[config.mk]
export PLATFORM = sky130hd
export DESIGN_NAME = json_string_unescape_utf8_unit_flat
export DESIGN_NICKNAME = d
export VERILOG_FILES = /design/src/sv/jsu_pkg.sv /design/src/sv/jsu_in_if.sv /design/src/sv/jsu_out_if.sv /design/src/sv/jsu_front.sv /design/src/sv/jsu_fifo.sv /design/src/sv/jsu_back.sv /design/src/sv/json_string_unescape_utf8_unit.sv /design/src/flat_wrapper.sv
export SDC_FILE = /design/constraint.sdc
export NUM_CORES = 1
export LEC_CHECK = 0
export BUFFER_PORTS_ARGS = -buffer_cell sky130_fd_sc_hd__buf_4
export CORE_MARGIN = 3
export CORE_UTILIZATION = 67
export CTS_CLUSTER_SIZE = 25
export DETAILED_ROUTE_END_ITERATION = 7
export GPL_TIMING_DRIVEN = 0
export PLACE_DENSITY_LB_ADDON = 0.2
export SETUP_SLACK_MARGIN = 0.4
export SLEW_MARGIN = 25
export SYNTH_ARGS = -nofsm -noshare
export SYNTH_HDL_FRONTEND = slang
export SYNTH_SLANG_ARGS = --single-unit
export TNS_END_PERCENT = 1
[constraint.sdc]
create_clock -name i_clk -period 15.1 [get_ports i_clk]
set_input_delay 3.02 -clock i_clk [delete_from_list [all_inputs] [get_ports i_clk]]
set_output_delay 3.02 -clock i_clk [all_outputs]
set_load 0.1 [all_outputs]
[src/sv/jsu_pkg.sv]
package jsu_pkg;

    localparam int unsigned QDEPTH = 2;
    localparam int unsigned QPTR_W = $clog2(QDEPTH);
    localparam int unsigned QCNT_W = $clog2(QDEPTH + 1);

    localparam logic [15:0] CAP_RESET = 16'd256;

    localparam logic [7:0] CH_NUL   = 8'h00;
    localparam logic [7:0] CH_QUOTE = 8'h22;
    localparam logic [7:0] CH_BSL   = 8'h5C;
    localparam logic [7:0] CH_SLASH = 8'h2F;
    localparam logic [7:0] CH_B     = 8'h62;
    localparam logic [7:0] CH_F     = 8'h66;
    localparam logic [7:0] CH_N     = 8'h6E;
    localparam logic [7:0] CH_R     = 8'h72;
    localparam logic [7:0] CH_T     = 8'h74;
    localparam logic [7:0] CH_U     = 8'h75;

    localparam logic [7:0] BS_CODE  = 8'h08;
    localparam logic [7:0] FF_CODE  = 8'h0C;
    localparam logic [7:0] LF_CODE  = 8'h0A;
    localparam logic [7:0] CR_CODE  = 8'h0D;
    localparam logic [7:0] TAB_CODE = 8'h09;

    localparam logic [15:0] HI_SUR_MIN = 16'hD800;
    localparam logic [15:0] HI_SUR_MAX = 16'hDBFF;
    localparam logic [15:0] LO_SUR_MIN = 16'hDC00;
    localparam logic [15:0] LO_SUR_MAX = 16'hDFFF;
    localparam logic [20:0] SUPP_BASE  = 21'h10000;

    localparam logic [4:0] HEX_BAD = 5'd16;

    typedef enum logic [1:0] {
        ST_DATA = 2'd0,
        ST_DONE = 2'd1,
        ST_FAIL = 2'd2
    } t_status;

    typedef enum logic [6:0] {
        PH_IDLE    = 7'b000_0001,
        PH_BODY    = 7'b000_0010,
        PH_ESC     = 7'b000_0100,
        PH_HEX1    = 7'b000_1000,
        PH_PAIR_BS = 7'b001_0000,
        PH_PAIR_U  = 7'b010_0000,
        PH_HEX2    = 7'b100_0000
    } t_phase;

    // One queue entry: all results caused by one request.
    typedef struct packed {
        logic [3:0][7:0] bytes;
        logic [1:0]      len_m1;
        t_status         status;
    } t_burst;

    typedef struct packed {
        logic [3:0][7:0] bytes;
        logic [1:0]      len_m1;
    } t_utf8;

    function automatic logic [4:0] hex_digit(input logic [7:0] c);
        logic [4:0] d;
        d = HEX_BAD;
        if (c >= 8'h30 && c <= 8'h39) begin
            d = 5'(c - 8'h30);
        end else if (c >= 8'h61 && c <= 8'h66) begin
            d = 5'(c - 8'h57);
        end else if (c >= 8'h41 && c <= 8'h46) begin
            d = 5'(c - 8'h37);
        end
        return d;
    endfunction

    function automatic t_utf8 utf8_enc(input logic [20:0] cp);
        t_utf8 r;
        r = '0;
        if (cp <= 21'h7F) begin
            r.bytes[0] = cp[7:0];
            r.len_m1   = 2'd0;
        end else if (cp <= 21'h7FF) begin
            r.bytes[0] = {3'b110, cp[10:6]};
            r.bytes[1] = {2'b10, cp[5:0]};
            r.len_m1   = 2'd1;
        end else if (cp <= 21'hFFFF) begin
            r.bytes[0] = {4'b1110, cp[15:12]};
            r.bytes[1] = {2'b10, cp[11:6]};
            r.bytes[2] = {2'b10, cp[5:0]};
            r.len_m1   = 2'd2;
        end else begin
            r.bytes[0] = {5'b11110, cp[20:18]};
            r.bytes[1] = {2'b10, cp[17:12]};
            r.bytes[2] = {2'b10, cp[11:6]};
            r.bytes[3] = {2'b10, cp[5:0]};
            r.len_m1   = 2'd3;
        end
        return r;
    endfunction

endpackage

[src/sv/jsu_in_if.sv]
interface jsu_in_if;
    logic       valid;
    logic       ready;
    logic [7:0] in_byte;
    logic       starts_string;

    modport source (output valid, output in_byte, output starts_string, input ready);
    modport sink   (input valid, input in_byte, input starts_string, output ready);
endinterface

[src/sv/jsu_out_if.sv]
interface jsu_out_if;
    logic       valid;
    logic       ready;
    logic [7:0] out_byte;
    logic [1:0] status;
    logic       last_of_run;

    modport source (output valid, output out_byte, output status, output last_of_run,
                    input ready);
    modport sink   (input valid, input out_byte, input status, input last_of_run,
                    output ready);
endinterface

[src/sv/jsu_front.sv]
module jsu_front (
    input  logic             i_clk,
    input  logic             i_rst_n,
    jsu_in_if.sink           i_in_ch,
    input  logic [15:0]      i_cap,
    input  logic             i_q_full,
    output logic             o_push,
    output jsu_pkg::t_burst  o_burst
);

    jsu_pkg::t_phase r_phase, n_phase;
    logic [15:0]     r_hex, n_hex;
    logic [1:0]      r_cnt, n_cnt;
    logic [9:0]      r_hs, n_hs;
    logic [15:0]     r_bw, n_bw;

    logic            acc;
    logic [7:0]      c;
    logic [4:0]      dig;
    logic [15:0]     new_hex;
    logic            emit_req;
    logic            emit_raw;
    logic [7:0]      raw_byte;
    logic [20:0]     emit_cp;
    jsu_pkg::t_utf8  enc;
    jsu_pkg::t_utf8  emit_val;
    logic [16:0]     bw_sum;
    logic            fail_req;
    logic            done_req;
    logic [15:0]     bw_clear;
    jsu_pkg::t_phase dec_phase;
    logic [15:0]     dec_bw;
    logic            dec_fail;
    logic            cap_fail;

    assign i_in_ch.ready = !i_q_full;
    assign acc     = i_in_ch.valid && !i_q_full;
    assign c       = i_in_ch.in_byte;
    assign dig     = jsu_pkg::hex_digit(c);
    assign new_hex = {r_hex[11:0], dig[3:0]};
    assign enc     = jsu_pkg::utf8_enc(emit_cp);

    always_comb begin
        emit_val = enc;
        if (emit_raw) begin
            emit_val       = '0;
            emit_val.bytes[0] = raw_byte;
        end
    end

    // Bytes already written is cleared by a start, so sum from the live base.
    assign bw_clear = i_in_ch.starts_string ? 16'd0 : r_bw;
    assign bw_sum   = {1'b0, bw_clear} + 17'({1'b0, emit_val.len_m1}) + 17'd1;

    always_comb begin
        dec_phase = r_phase;
        n_hex     = r_hex;
        n_cnt     = r_cnt;
        n_hs      = r_hs;
        dec_bw    = r_bw;
        emit_req  = 1'b0;
        emit_raw  = 1'b1;
        raw_byte  = c;
        emit_cp   = '0;
        dec_fail  = 1'b0;
        done_req  = 1'b0;
        if (acc) begin
            if (i_in_ch.starts_string) begin
                n_hex  = '0;
                n_cnt  = '0;
                n_hs   = '0;
                dec_bw = '0;
                if (c != jsu_pkg::CH_QUOTE || i_cap == 16'd0) begin
                    dec_fail = 1'b1;
                end else begin
                    dec_phase = jsu_pkg::PH_BODY;
                end
            end else begin
                case (r_phase)
                    jsu_pkg::PH_IDLE: begin
                    end
                    jsu_pkg::PH_BODY: begin
                        if (c == jsu_pkg::CH_NUL) begin
                            dec_fail = 1'b1;
                        end else if (c == jsu_pkg::CH_QUOTE) begin
                            done_req = 1'b1;
                        end else if (c == jsu_pkg::CH_BSL) begin
                            dec_phase = jsu_pkg::PH_ESC;
                        end else begin
                            emit_req = 1'b1;
                        end
                    end
                    jsu_pkg::PH_ESC: begin
                        case (c)
                            jsu_pkg::CH_QUOTE, jsu_pkg::CH_BSL, jsu_pkg::CH_SLASH: begin
                                emit_req = 1'b1;
                            end
                            jsu_pkg::CH_B: begin
                                emit_req = 1'b1;
                                raw_byte = jsu_pkg::BS_CODE;
                            end
                            jsu_pkg::CH_F: begin
                                emit_req = 1'b1;
                                raw_byte = jsu_pkg::FF_CODE;
                            end
                            jsu_pkg::CH_N: begin
                                emit_req = 1'b1;
                                raw_byte = jsu_pkg::LF_CODE;
                            end
                            jsu_pkg::CH_R: begin
                                emit_req = 1'b1;
                                raw_byte = jsu_pkg::CR_CODE;
                            end
                            jsu_pkg::CH_T: begin
                                emit_req = 1'b1;
                                raw_byte = jsu_pkg::TAB_CODE;
                            end
                            jsu_pkg::CH_U: begin
                                n_hex     = '0;
                                n_cnt     = '0;
                                dec_phase = jsu_pkg::PH_HEX1;
                            end
                            default: begin
                                dec_fail = 1'b1;
                            end
                        endcase
                    end
                    jsu_pkg::PH_HEX1: begin
                        if (dig == jsu_pkg::HEX_BAD) begin
                            dec_fail = 1'b1;
                        end else begin
                            n_hex = new_hex;
                            n_cnt = r_cnt + 2'd1;
                            if (r_cnt == 2'd3) begin
                                if (new_hex >= jsu_pkg::HI_SUR_MIN &&
                                    new_hex <= jsu_pkg::HI_SUR_MAX) begin
                                    n_hs      = new_hex[9:0];
                                    dec_phase = jsu_pkg::PH_PAIR_BS;
                                end else if (new_hex >= jsu_pkg::LO_SUR_MIN &&
                                             new_hex <= jsu_pkg::LO_SUR_MAX) begin
                                    dec_fail = 1'b1;
                                end else begin
                                    emit_req = 1'b1;
                                    emit_raw = 1'b0;
                                    emit_cp  = {5'd0, new_hex};
                                end
                            end
                        end
                    end
                    jsu_pkg::PH_PAIR_BS: begin
                        if (c == jsu_pkg::CH_BSL) begin
                            dec_phase = jsu_pkg::PH_PAIR_U;
                        end else begin
                            dec_fail = 1'b1;
                        end
                    end
                    jsu_pkg::PH_PAIR_U: begin
                        if (c == jsu_pkg::CH_U) begin
                            n_hex     = '0;
                            n_cnt     = '0;
                            dec_phase = jsu_pkg::PH_HEX2;
                        end else begin
                            dec_fail = 1'b1;
                        end
                    end
                    jsu_pkg::PH_HEX2: begin
                        if (dig == jsu_pkg::HEX_BAD) begin
                            dec_fail = 1'b1;
                        end else begin
                            n_hex = new_hex;
                            n_cnt = r_cnt + 2'd1;
                            if (r_cnt == 2'd3) begin
                                if (new_hex < jsu_pkg::LO_SUR_MIN ||
                                    new_hex > jsu_pkg::LO_SUR_MAX) begin
                                    dec_fail = 1'b1;
                                end else begin
                                    emit_req = 1'b1;
                                    emit_raw = 1'b0;
                                    emit_cp  = jsu_pkg::SUPP_BASE + {1'b0, r_hs, new_hex[9:0]};
                                end
                            end
                        end
                    end
                    default: begin
                        dec_phase = jsu_pkg::PH_IDLE;
                    end
                endcase
            end
            if (emit_req) begin
                dec_phase = jsu_pkg::PH_BODY;
            end
            if (dec_fail || done_req) begin
                dec_phase = jsu_pkg::PH_IDLE;
            end
        end
    end

    // Emit only when the whole sequence fits below capacity.
    always_comb begin
        cap_fail = emit_req && (bw_sum >= {1'b0, i_cap});
        fail_req = dec_fail || cap_fail;
        n_phase  = fail_req ? jsu_pkg::PH_IDLE : dec_phase;
        n_bw     = (emit_req && !cap_fail) ? bw_sum[15:0] : dec_bw;
    end

    always_comb begin
        o_push  = acc && (fail_req || done_req || emit_req);
        o_burst = '0;
        if (fail_req) begin
            o_burst.status = jsu_pkg::ST_FAIL;
        end else if (done_req) begin
            o_burst.status = jsu_pkg::ST_DONE;
        end else begin
            o_burst.status = jsu_pkg::ST_DATA;
            o_burst.bytes  = emit_val.bytes;
            o_burst.len_m1 = emit_val.len_m1;
        end
    end

    always_ff @(posedge i_clk) begin
        if (!i_rst_n) begin
            r_phase <= jsu_pkg::PH_IDLE;
            r_hex   <= '0;
            r_cnt   <= '0;
            r_hs    <= '0;
            r_bw    <= '0;
        end else begin
            r_phase <= n_phase;
            r_hex   <= n_hex;
            r_cnt   <= n_cnt;
            r_hs    <= n_hs;
            r_bw    <= n_bw;
        end
    end

endmodule

[src/sv/jsu_fifo.sv]
module jsu_fifo (
    input  logic             i_clk,
    input  logic             i_rst_n,
    input  logic             i_push,
    input  jsu_pkg::t_burst  i_wdata,
    output logic             o_full,
    input  logic             i_pop,
    output logic             o_valid,
    output jsu_pkg::t_burst  o_head
);

    jsu_pkg::t_burst                r_mem [jsu_pkg::QDEPTH];
    logic [jsu_pkg::QPTR_W-1:0]     r_wp, n_wp;
    logic [jsu_pkg::QPTR_W-1:0]     r_rp, n_rp;
    logic [jsu_pkg::QCNT_W-1:0]     r_cnt, n_cnt;

    assign o_full  = (r_cnt == jsu_pkg::QCNT_W'(jsu_pkg::QDEPTH));
    assign o_valid = (r_cnt != '0);
    assign o_head  = r_mem[r_rp];

    always_comb begin
        n_wp  = r_wp;
        n_rp  = r_rp;
        n_cnt = r_cnt;
        if (i_push) begin
            n_wp = (r_wp == jsu_pkg::QPTR_W'(jsu_pkg::QDEPTH - 1)) ? '0
                                                                   : r_wp + jsu_pkg::QPTR_W'(1);
        end
        if (i_pop) begin
            n_rp = (r_rp == jsu_pkg::QPTR_W'(jsu_pkg::QDEPTH - 1)) ? '0
                                                                   : r_rp + jsu_pkg::QPTR_W'(1);
        end
        case ({i_push, i_pop})
            2'b10:   n_cnt = r_cnt + jsu_pkg::QCNT_W'(1);
            2'b01:   n_cnt = r_cnt - jsu_pkg::QCNT_W'(1);
            default: n_cnt = r_cnt;
        endcase
    end

    always_ff @(posedge i_clk) begin
        if (i_push) begin
            r_mem[r_wp] <= i_wdata;
        end
    end

    always_ff @(posedge i_clk) begin
        if (!i_rst_n) begin
            r_wp  <= '0;
            r_rp  <= '0;
            r_cnt <= '0;
        end else begin
            r_wp  <= n_wp;
            r_rp  <= n_rp;
            r_cnt <= n_cnt;
        end
    end

endmodule

[src/sv/jsu_back.sv]
module jsu_back (
    input  logic             i_clk,
    input  logic             i_rst_n,
    input  logic             i_q_valid,
    input  jsu_pkg::t_burst  i_head,
    output logic             o_pop,
    jsu_out_if.source        o_out_ch
);

    logic [1:0] r_idx, n_idx;
    logic       last;
    logic       acc;

    assign last = (r_idx == i_head.len_m1);
    assign acc  = i_q_valid && o_out_ch.ready;

    assign o_out_ch.valid       = i_q_valid;
    assign o_out_ch.out_byte    = i_head.bytes[r_idx];
    assign o_out_ch.status      = i_head.status;
    assign o_out_ch.last_of_run = last;
    assign o_pop                = acc && last;

    // Advance through the burst; drop the entry after its last byte.
    always_comb begin
        n_idx = r_idx;
        if (acc) begin
            n_idx = last ? 2'd0 : r_idx + 2'd1;
        end
    end

    always_ff @(posedge i_clk) begin
        if (!i_rst_n) begin
            r_idx <= '0;
        end else begin
            r_idx <= n_idx;
        end
    end

endmodule

[src/sv/json_string_unescape_utf8_unit.sv]
// JSON string unescaper with UTF-8 output.
// Input channel i_in_ch carries one text byte per request (in_byte) with
// starts_string set on the opening quote of a new string. Output channel
// o_out_ch carries decoded bytes (status data), then one closing result
// (status done, or status failed on any error); last_of_run marks the final
// result caused by one input request. After a failed result, drop the bytes
// already delivered for that string.
// i_cfg_we / i_cfg_data write the capacity register (reset 256); write it
// only while the unit is idle.
// Throughput: one request per cycle while each makes at most one result
// and the queue is not full; a \u escape that decodes to n UTF-8 bytes
// gives n data results. The output side drains a two-entry queue one
// byte per cycle while the receiver is ready, so the queue sets the
// sustained rate under multi-byte bursts.
// Reset (synchronous, active low) returns the decoder to idle, empties the
// queue and reloads the capacity. When the receiver stalls, the queue fills
// and i_in_ch.ready drops; no result is lost or repeated.
module json_string_unescape_utf8_unit (
    input  logic        i_clk,
    input  logic        i_rst_n,
    jsu_in_if.sink      i_in_ch,
    jsu_out_if.source   o_out_ch,
    input  logic        i_cfg_we,
    input  logic [15:0] i_cfg_data
);

    logic [15:0]     r_cap;
    logic            q_full;
    logic            q_push;
    logic            q_pop;
    logic            q_valid;
    jsu_pkg::t_burst q_wdata;
    jsu_pkg::t_burst q_head;

    // Capacity register: takes effect on the next request.
    always_ff @(posedge i_clk) begin
        if (!i_rst_n) begin
            r_cap <= jsu_pkg::CAP_RESET;
        end else if (i_cfg_we) begin
            r_cap <= i_cfg_data;
        end
    end

    // Front: decode escapes, track surrogates and capacity, classify.
    jsu_front u_front (
        .i_clk    (i_clk),
        .i_rst_n  (i_rst_n),
        .i_in_ch  (i_in_ch),
        .i_cap    (r_cap),
        .i_q_full (q_full),
        .o_push   (q_push),
        .o_burst  (q_wdata)
    );

    // Queue of per-request result bursts between front and back.
    jsu_fifo u_fifo (
        .i_clk   (i_clk),
        .i_rst_n (i_rst_n),
        .i_push  (q_push),
        .i_wdata (q_wdata),
        .o_full  (q_full),
        .i_pop   (q_pop),
        .o_valid (q_valid),
        .o_head  (q_head)
    );

    // Back: serialize each burst into output results.
    jsu_back u_back (
        .i_clk     (i_clk),
        .i_rst_n   (i_rst_n),
        .i_q_valid (q_valid),
        .i_head    (q_head),
        .o_pop     (q_pop),
        .o_out_ch  (o_out_ch)
    );

    // A done or failed result always closes its run.
    a_close_is_last: assert property (@(posedge i_clk) disable iff (!i_rst_n)
        (o_out_ch.valid && o_out_ch.status != jsu_pkg::ST_DATA) |-> o_out_ch.last_of_run)
        else $error("closing result without last_of_run");

    // Input back-pressure only comes from a full queue, which has output pending.
    a_stall_has_output: assert property (@(posedge i_clk) disable iff (!i_rst_n)
        !i_in_ch.ready |-> o_out_ch.valid)
        else $error("input stalled with no output pending");

    // The reserved status code is never shown.
    a_status_legal: assert property (@(posedge i_clk) disable iff (!i_rst_n)
        o_out_ch.valid |-> (o_out_ch.status == jsu_pkg::ST_DATA ||
                            o_out_ch.status == jsu_pkg::ST_DONE ||
                            o_out_ch.status == jsu_pkg::ST_FAIL))
        else $error("illegal status code");

endmodule

[src/flat_wrapper.sv]
// flat-port wrapper written by rule: the top's interface ports become plain ports
module json_string_unescape_utf8_unit_flat 
  (i_clk, i_rst_n, i_cfg_we, i_cfg_data, i_in_ch_valid, i_in_ch_in_byte, i_in_ch_starts_string, i_in_ch_ready, o_out_ch_valid, o_out_ch_out_byte, o_out_ch_status, o_out_ch_last_of_run, o_out_ch_ready);
  jsu_in_if i_in_ch_i ();
  jsu_out_if o_out_ch_i ();
  input  logic i_clk;
  input  logic i_rst_n;
  input  logic i_cfg_we;
  input  logic [15:0] i_cfg_data;
  input wire logic [$bits(i_in_ch_i.valid)-1:0] i_in_ch_valid;
  input wire logic [$bits(i_in_ch_i.in_byte)-1:0] i_in_ch_in_byte;
  input wire logic [$bits(i_in_ch_i.starts_string)-1:0] i_in_ch_starts_string;
  output wire logic [$bits(i_in_ch_i.ready)-1:0] i_in_ch_ready;
  output wire logic [$bits(o_out_ch_i.valid)-1:0] o_out_ch_valid;
  output wire logic [$bits(o_out_ch_i.out_byte)-1:0] o_out_ch_out_byte;
  output wire logic [$bits(o_out_ch_i.status)-1:0] o_out_ch_status;
  output wire logic [$bits(o_out_ch_i.last_of_run)-1:0] o_out_ch_last_of_run;
  input wire logic [$bits(o_out_ch_i.ready)-1:0] o_out_ch_ready;
  assign i_in_ch_i.valid = i_in_ch_valid;
  assign i_in_ch_i.in_byte = i_in_ch_in_byte;
  assign i_in_ch_i.starts_string = i_in_ch_starts_string;
  assign i_in_ch_ready = i_in_ch_i.ready;
  assign o_out_ch_valid = o_out_ch_i.valid;
  assign o_out_ch_out_byte = o_out_ch_i.out_byte;
  assign o_out_ch_status = o_out_ch_i.status;
  assign o_out_ch_last_of_run = o_out_ch_i.last_of_run;
  assign o_out_ch_i.ready = o_out_ch_ready;
  json_string_unescape_utf8_unit u_core (.i_clk(i_clk), .i_rst_n(i_rst_n), .i_in_ch(i_in_ch_i), .o_out_ch(o_out_ch_i), .i_cfg_we(i_cfg_we), .i_cfg_data(i_cfg_data));
endmodule
# ---- Word-level counts from Yosys, hierarchy flattened
# Memory sizes are Yosys's and may differ from the RTL's. A register that Yosys moved wholly into a read port is not among the register bits.
# Index checks and enable logic that the tools add are counted.
dict set report classes {
  bitwise_logic 1
  n_reduce_logical 37
  eq_ne 37
  n_lt_le_gt_ge 17
  mux 112
  add_sub_neg 12
}
# cell count
set op_table {}
lappend op_table {{$mux W16} 8}
lappend op_table {{$mux W21} 5}
lappend op_table {{$mux W34} 3}
lappend op_table {{$mux W7} 13}
lappend op_table {{$mux W10} 6}
lappend op_table {{$eq A8 B7 Y1 const B} 7}
lappend op_table {{$mux W1} 48}
lappend op_table {{$mux W24} 2}
lappend op_table {{$ne A5 B5 Y1 const B} 9}
lappend op_table {{$pmux W21 S2} 1}
lappend op_table {{$pmux W7 S6} 1}
lappend op_table {{$mux W8} 5}
lappend op_table {{$pmux W8 S5} 1}
lappend op_table {{$mux W12} 3}
lappend op_table {{$ge A16 B16 Y1 const B} 2}
lappend op_table {{$le A16 B16 Y1 const B} 2}
lappend op_table {{$pmux W12 S2} 1}
lappend op_table {{$add A17 B20 Y21 const A} 1}
lappend op_table {{$le A21 B11 Y1 const B} 1}
lappend op_table {{$le A21 B16 Y1 const B} 1}
lappend op_table {{$le A21 B7 Y1 const B} 1}
lappend op_table {{$mux W18} 1}
lappend op_table {{$add A16 B2 Y17} 1}
lappend op_table {{$add A17 B1 Y17 const B} 1}
lappend op_table {{other kinds (51)} 92}
dict set report totals {
  ff_bits 69
  wordCells 227
  ram_bits 72
  out_inout_bits 13
  mem_count 1
}
# memory words width rd rd_ports_with_merged_regs write_ports line_no
set mem_list {}
lappend mem_list {u_core.u_fifo.r_mem 2 36 1 1 1 jsu_fifo.sv:12} ;# jsu_pkg::t_burst r_mem [jsu_pkg::QDEPTH];

# ---- Logic depth before layout (Yosys ltp)
dict set report depth {
  word_depth 29
  mapped_depth 32
  mapped_depth_nobuf 29
}

# ---- Hierarchy
# Synthesis repeated with hierarchy kept, for this count alone.
dict set report hier_totals {
  hier_cells 853
  hier_area_um2 8341.8
}
# mod instances cells_each area_per_inst_um2
set by_module_without_submodules {}
lappend by_module_without_submodules {jsu_front 1 640 4549.4}
lappend by_module_without_submodules {jsu_fifo 1 134 2808.9}
lappend by_module_without_submodules {json_string_unescape_utf8_unit 1 51 613.1}
lappend by_module_without_submodules {jsu_back 1 28 370.4}

# ---- Worst setup path before layout
# No wires, ideal clock.
dict set report synth_timing {
  path_type {input -> register}
  from {input i_in_ch_in_byte[0]}
  to {memory u_core.u_fifo.r_mem[0][20] (netlist bit), data pin}
  stages 29
  setup_slack_ns 6.180
  arrival_ns 8.693
  path_cell_list {inv_1 -> ha_1 -> nor3b_1 -> or4_4 -> a21oi_1 -> and3_1 -> buf_2 -> nor3_2 -> inv_2 -> nor2_1 -> buf_2 -> or2_1 -> ha_1 -> fa_1 -> nand3b_1 -> nor4_1 -> nand4_1 -> xor2_1 -> nor2_1 -> ha_1 -> a21o_1 -> a21o_1 -> a31oi_1 -> o211ai_1 -> nor3b_1 -> o21ai_1 -> o21ai_2 -> buf_4 -> a2111oi_1}
}
# item line_no
set synth_lines {}
lappend synth_lines {{start, declared} flat_wrapper.sv:11} ;# input wire logic [$bits(i_in_ch_i.in_byte)-1:0] i_in_ch_in_byte;
lappend synth_lines {{end, declared} jsu_fifo.sv:12}

==> metrics.md <==
| Metric | Value |
|---|---|
| Status | completed |
| Hold path depth | 2 |
| Number of synthesized flops with an enable pin | 64 |
| Grt ovf | 0 |
| Post-route insts no fill | between 1,000 and 1,500 |
| Pwr Total | 0.939 mW |
| Post-CTS setup buffer count | 0 |
| Vias in the first global route | 6,972 |
| Number of CTS-inserted buffers | 17 |
| Synth unique cells | 84 |
| Final ANT Viol Nets | 0 |
| Most frequent cell after synthesis | dfxtp_1 |
| Iter 0 DRT Violations | approximately 1,000 |
| Final Setup Violations | 0 |
| Worst-path fanout max | 10 |
| CORE AREA | around 12,000 um2 |
| Worst Skew | approximately 0.013 ns |
| Area of the multi-input gates | 4350 um2 |
| RSZ-0062 raised after global routing | no |
| Final Critical Period | 10.54 ns |
| Clk sink count | about 130 |
| Crit. End Element | register |
| Worst r2r path cells | 30 |
| CP Depth | 32 |
| Max Fclk | 94.9 MHz |
| Clk_lat worst skew | 0.43 ns |
| Max VDD drop | roughly 72 uV |
| Top cells by count, synth | dfxtp_1, edfxtp_1, nand2_1, nor2_1 |
| Starting Density | 69.2% |
| Number of vias per cell | 6.82 |
| Crit path buf inv count | 7 |
| Mapped Area | 8010 um2 |
| Leakage Power | 3.31 nW |
| Layout cells sized above 1 | 14.5% |
| Total GRT Usage | a little over a third |
| Clock-pin slew on the worst setup and hold paths | 0.06 ns |
| Final Hold Viols | 0 |
| Ys flop type | dfxtp_1 |
| Ys Warns | 0 |
| # fillers | ~760 |
| Pin count of the biggest net entering global routing | 27 |
| Worst setup SP type | input port |
| GPL Wtd Cong | ~1 |
| Share of the synthesized area in the top cell type | 24.0% |
| TNS Setup | 0 ns |
| Crit path arrival time | around 11 ns |
| Cell Int Power | 0.697 mW |
| Final period util | 69.8% |
| Chip height | 115 um |
| Post-Synth Adder-Cell Area | around 4.2% |
| Die ar. | 13,300 um2 |
| Post-synthesis mux area share | roughly 7.5% |
| DP HPWL | 16,200 um |
| PostCTS Resize Cnt | 0 |
| # hold bufs at CTS | 0 |
| Synth async-reset ratio | 0% |
| Net switching power | 0.243 mW |
| Post-synthesis cell count | approximately 850 |
| Synth area leader | edfxtp_1 |
| Post-Syn Nets | between 900 and 1,000 |
| I/O Buffers | 38 |
| DIE WIDTH | 115 um |
| Root Driver | clkbuf_16 |
| Ranking of synthesized cells by area | edfxtp_1, dfxtp_1, ha_1 |
| Power share of the combinational group | 11.0% |
| Clk pwr share | around 48% |
| WP data required | 15.24 ns |
| Seq/Total Area, Yosys | 41.5% |
| Hold Crit Class | reg2reg |
| CTS max path bufs | 2 |
| Critical path type | in2reg |
| Register area | approximately 3300 um2 |
| Initial antenna violation count | 0 |
| Power per cell area | between 100 and 150 nW/um2 |
| Nets | 969 |
| WL final | 22,500 um |
| Via Count | 7,295 |
| Fraction of the mapped netlist area in compound gates | between 15 and 20% |
| Num rows | 39 |
| DP Cell Count | between 1,000 and 1,500 |
| Switching share of total power | 25.8% |
| Worst slew pin tran | between 0.8 and 0.9 ns |
| H-Tree Depth | 4 |
| Sequential Power Share | 41.5% |
| CP max stage delay | 0.62 ns |
| First-pass GRT wire length | between 30,000 and 40,000 um |
| Slowest CP cell | a2111oi_1 |
| Wire length per cell | 21.0 um |
| Drt first pass iters | 5 |
| Syn Area/Cell | ~9.4 um2 |
| Number of I/O pins | 43 |
| Simple-gate share of the synthesized area | 24.1% |
| Worst relative slew slack | between 40% and 50% |
| Residual DRC | 0 |
| Ant diodes | 0 |
| Largest family of logic cells by synthesized area | simple AND/OR/NAND/NOR gates |
| Max Cap Viol | 0 |
| Synth Area in XOR/XNOR | 1.97% |
| Area Growth Syn to Fin | 14.5% |
| CTS tree | built |
| Critical path's top delay family | simple AND/OR/NAND/NOR gates |
| Post-synthesis sequential element count | between 100 and 150 |
| Fin. max-slew vios | 0 |
cell type report:
class | count | area share, %
Multi-Input combinational cell | 634 | 47.4
Inverter | 33 | 1.35
Sequential cell | 134 | 36.3
Timing Repair Buffer | 40 | 3.63
Buffer | 53 | 2.54
Tap cell | 143 | 1.95
Clock inverter | 15 | 2.21
Clock buffer | 17 | 4.64
layer usage:
metal / share of wire (%) / track usage (%) / up-vias
met5: 0 / 0 / -
met4: 4.3 / 17.8 / 0
met3: 9.2 / 7.37 / 92
met2: 47 / 55.6 / 433
met1: 39 / 45.0 / 3463
li1: - / - / 3307
metrics by stage:
step | util (%) | instance area (um2) | hold WS (ns) | worst slack [ns]
after global routing | 79.3 | 9170 | 0.519 | 4.11
after CTS | 79.3 | 9170 | 0.479 | 4.91
final | 79.3 | 9170 | 0.480 | 4.56
after detailed placement | 73.8 | 8540 | 0.471 | 4.63
after global placement | 73.2 | 8470 | 0.455 | 4.83
after floorplan | - | 8010 | 0.444 | 6.18
cells by family after synthesis:
family | count (synthesis)
buf+inv | 86
fa+ha+maj | 26
xor+xnor | 18
flops | 134
simple gates | 357
compound gates | 190
mux | 43
power by group through the flow:
stage / Sequential, mW / Clock [mW] / Combinational [mW]
after floorplan: 0.396 / 0 / 0.0723
after global placement: 0.397 / 0 / 0.0958
after detailed placement: 0.397 / 0 / 0.100
after CTS: 0.390 / 0.445 / 0.101
after global routing: 0.390 / 0.462 / 0.109
final: 0.390 / 0.447 / 0.103
layout by cell type, fill, tap and decap left out, drive strengths merged, types with 10 or more instances in the layout:
master,n
nor3b,12
nor2b,40
clkbuf,51
nand3,48
inv,36
edfxtp,64
nor4,16
ha,25
a211oi,10
nor3,46
mux2i,21
xnor2,12
o21ai,42
a21boi,13
and2,10
nand4,11
mux4,13
buf,59
a21oi,48
and3,13
dfxtp,70
o21a,11
nor2,58
nand2,64
final timing paths:
path | startpoint | end | slack [ns]
worst max-delay path | i_in_ch_in_byte[0] | u_core.u_fifo.r_mem[0][23]$_DFFE_PP_ | 4.56
worst min-delay path | u_core.u_front.r_cnt[1]$_SDFFE_PN0P_ | u_core.u_front.r_cnt[1]$_SDFFE_PN0P_ | 0.48
worst max register to register | u_core.u_front.r_hex[7]$_SDFFE_PN0P_ | u_core.u_fifo.r_mem[0][23]$_DFFE_PP_ | 7.05
worst min register to register | u_core.u_front.r_cnt[1]$_SDFFE_PN0P_ | u_core.u_front.r_cnt[1]$_SDFFE_PN0P_ | 0.48
registers in the layout (all words and copies together), names as in the netlist, named ones only:
register                cells
u_core.u_back.r_idx         2
u_core.u_front.r_bw        16
u_core.u_front.r_hex       12
u_core.u_fifo.r_rp          1
u_core.u_front.r_hs        10
u_core.u_fifo.r_cnt         2
u_core.r_cap               16
u_core.u_fifo.r_mem        64
u_core.u_front.r_phase      7
u_core.u_fifo.r_wp          1
u_core.u_front.r_cnt        2
worst min-delay path: stages, from the launching register on:
cell	delay [ns]
dfxtp_1	0.32
nand2_1	0.05
a21boi_0	0.06
(Power assumes the default switching activity.)
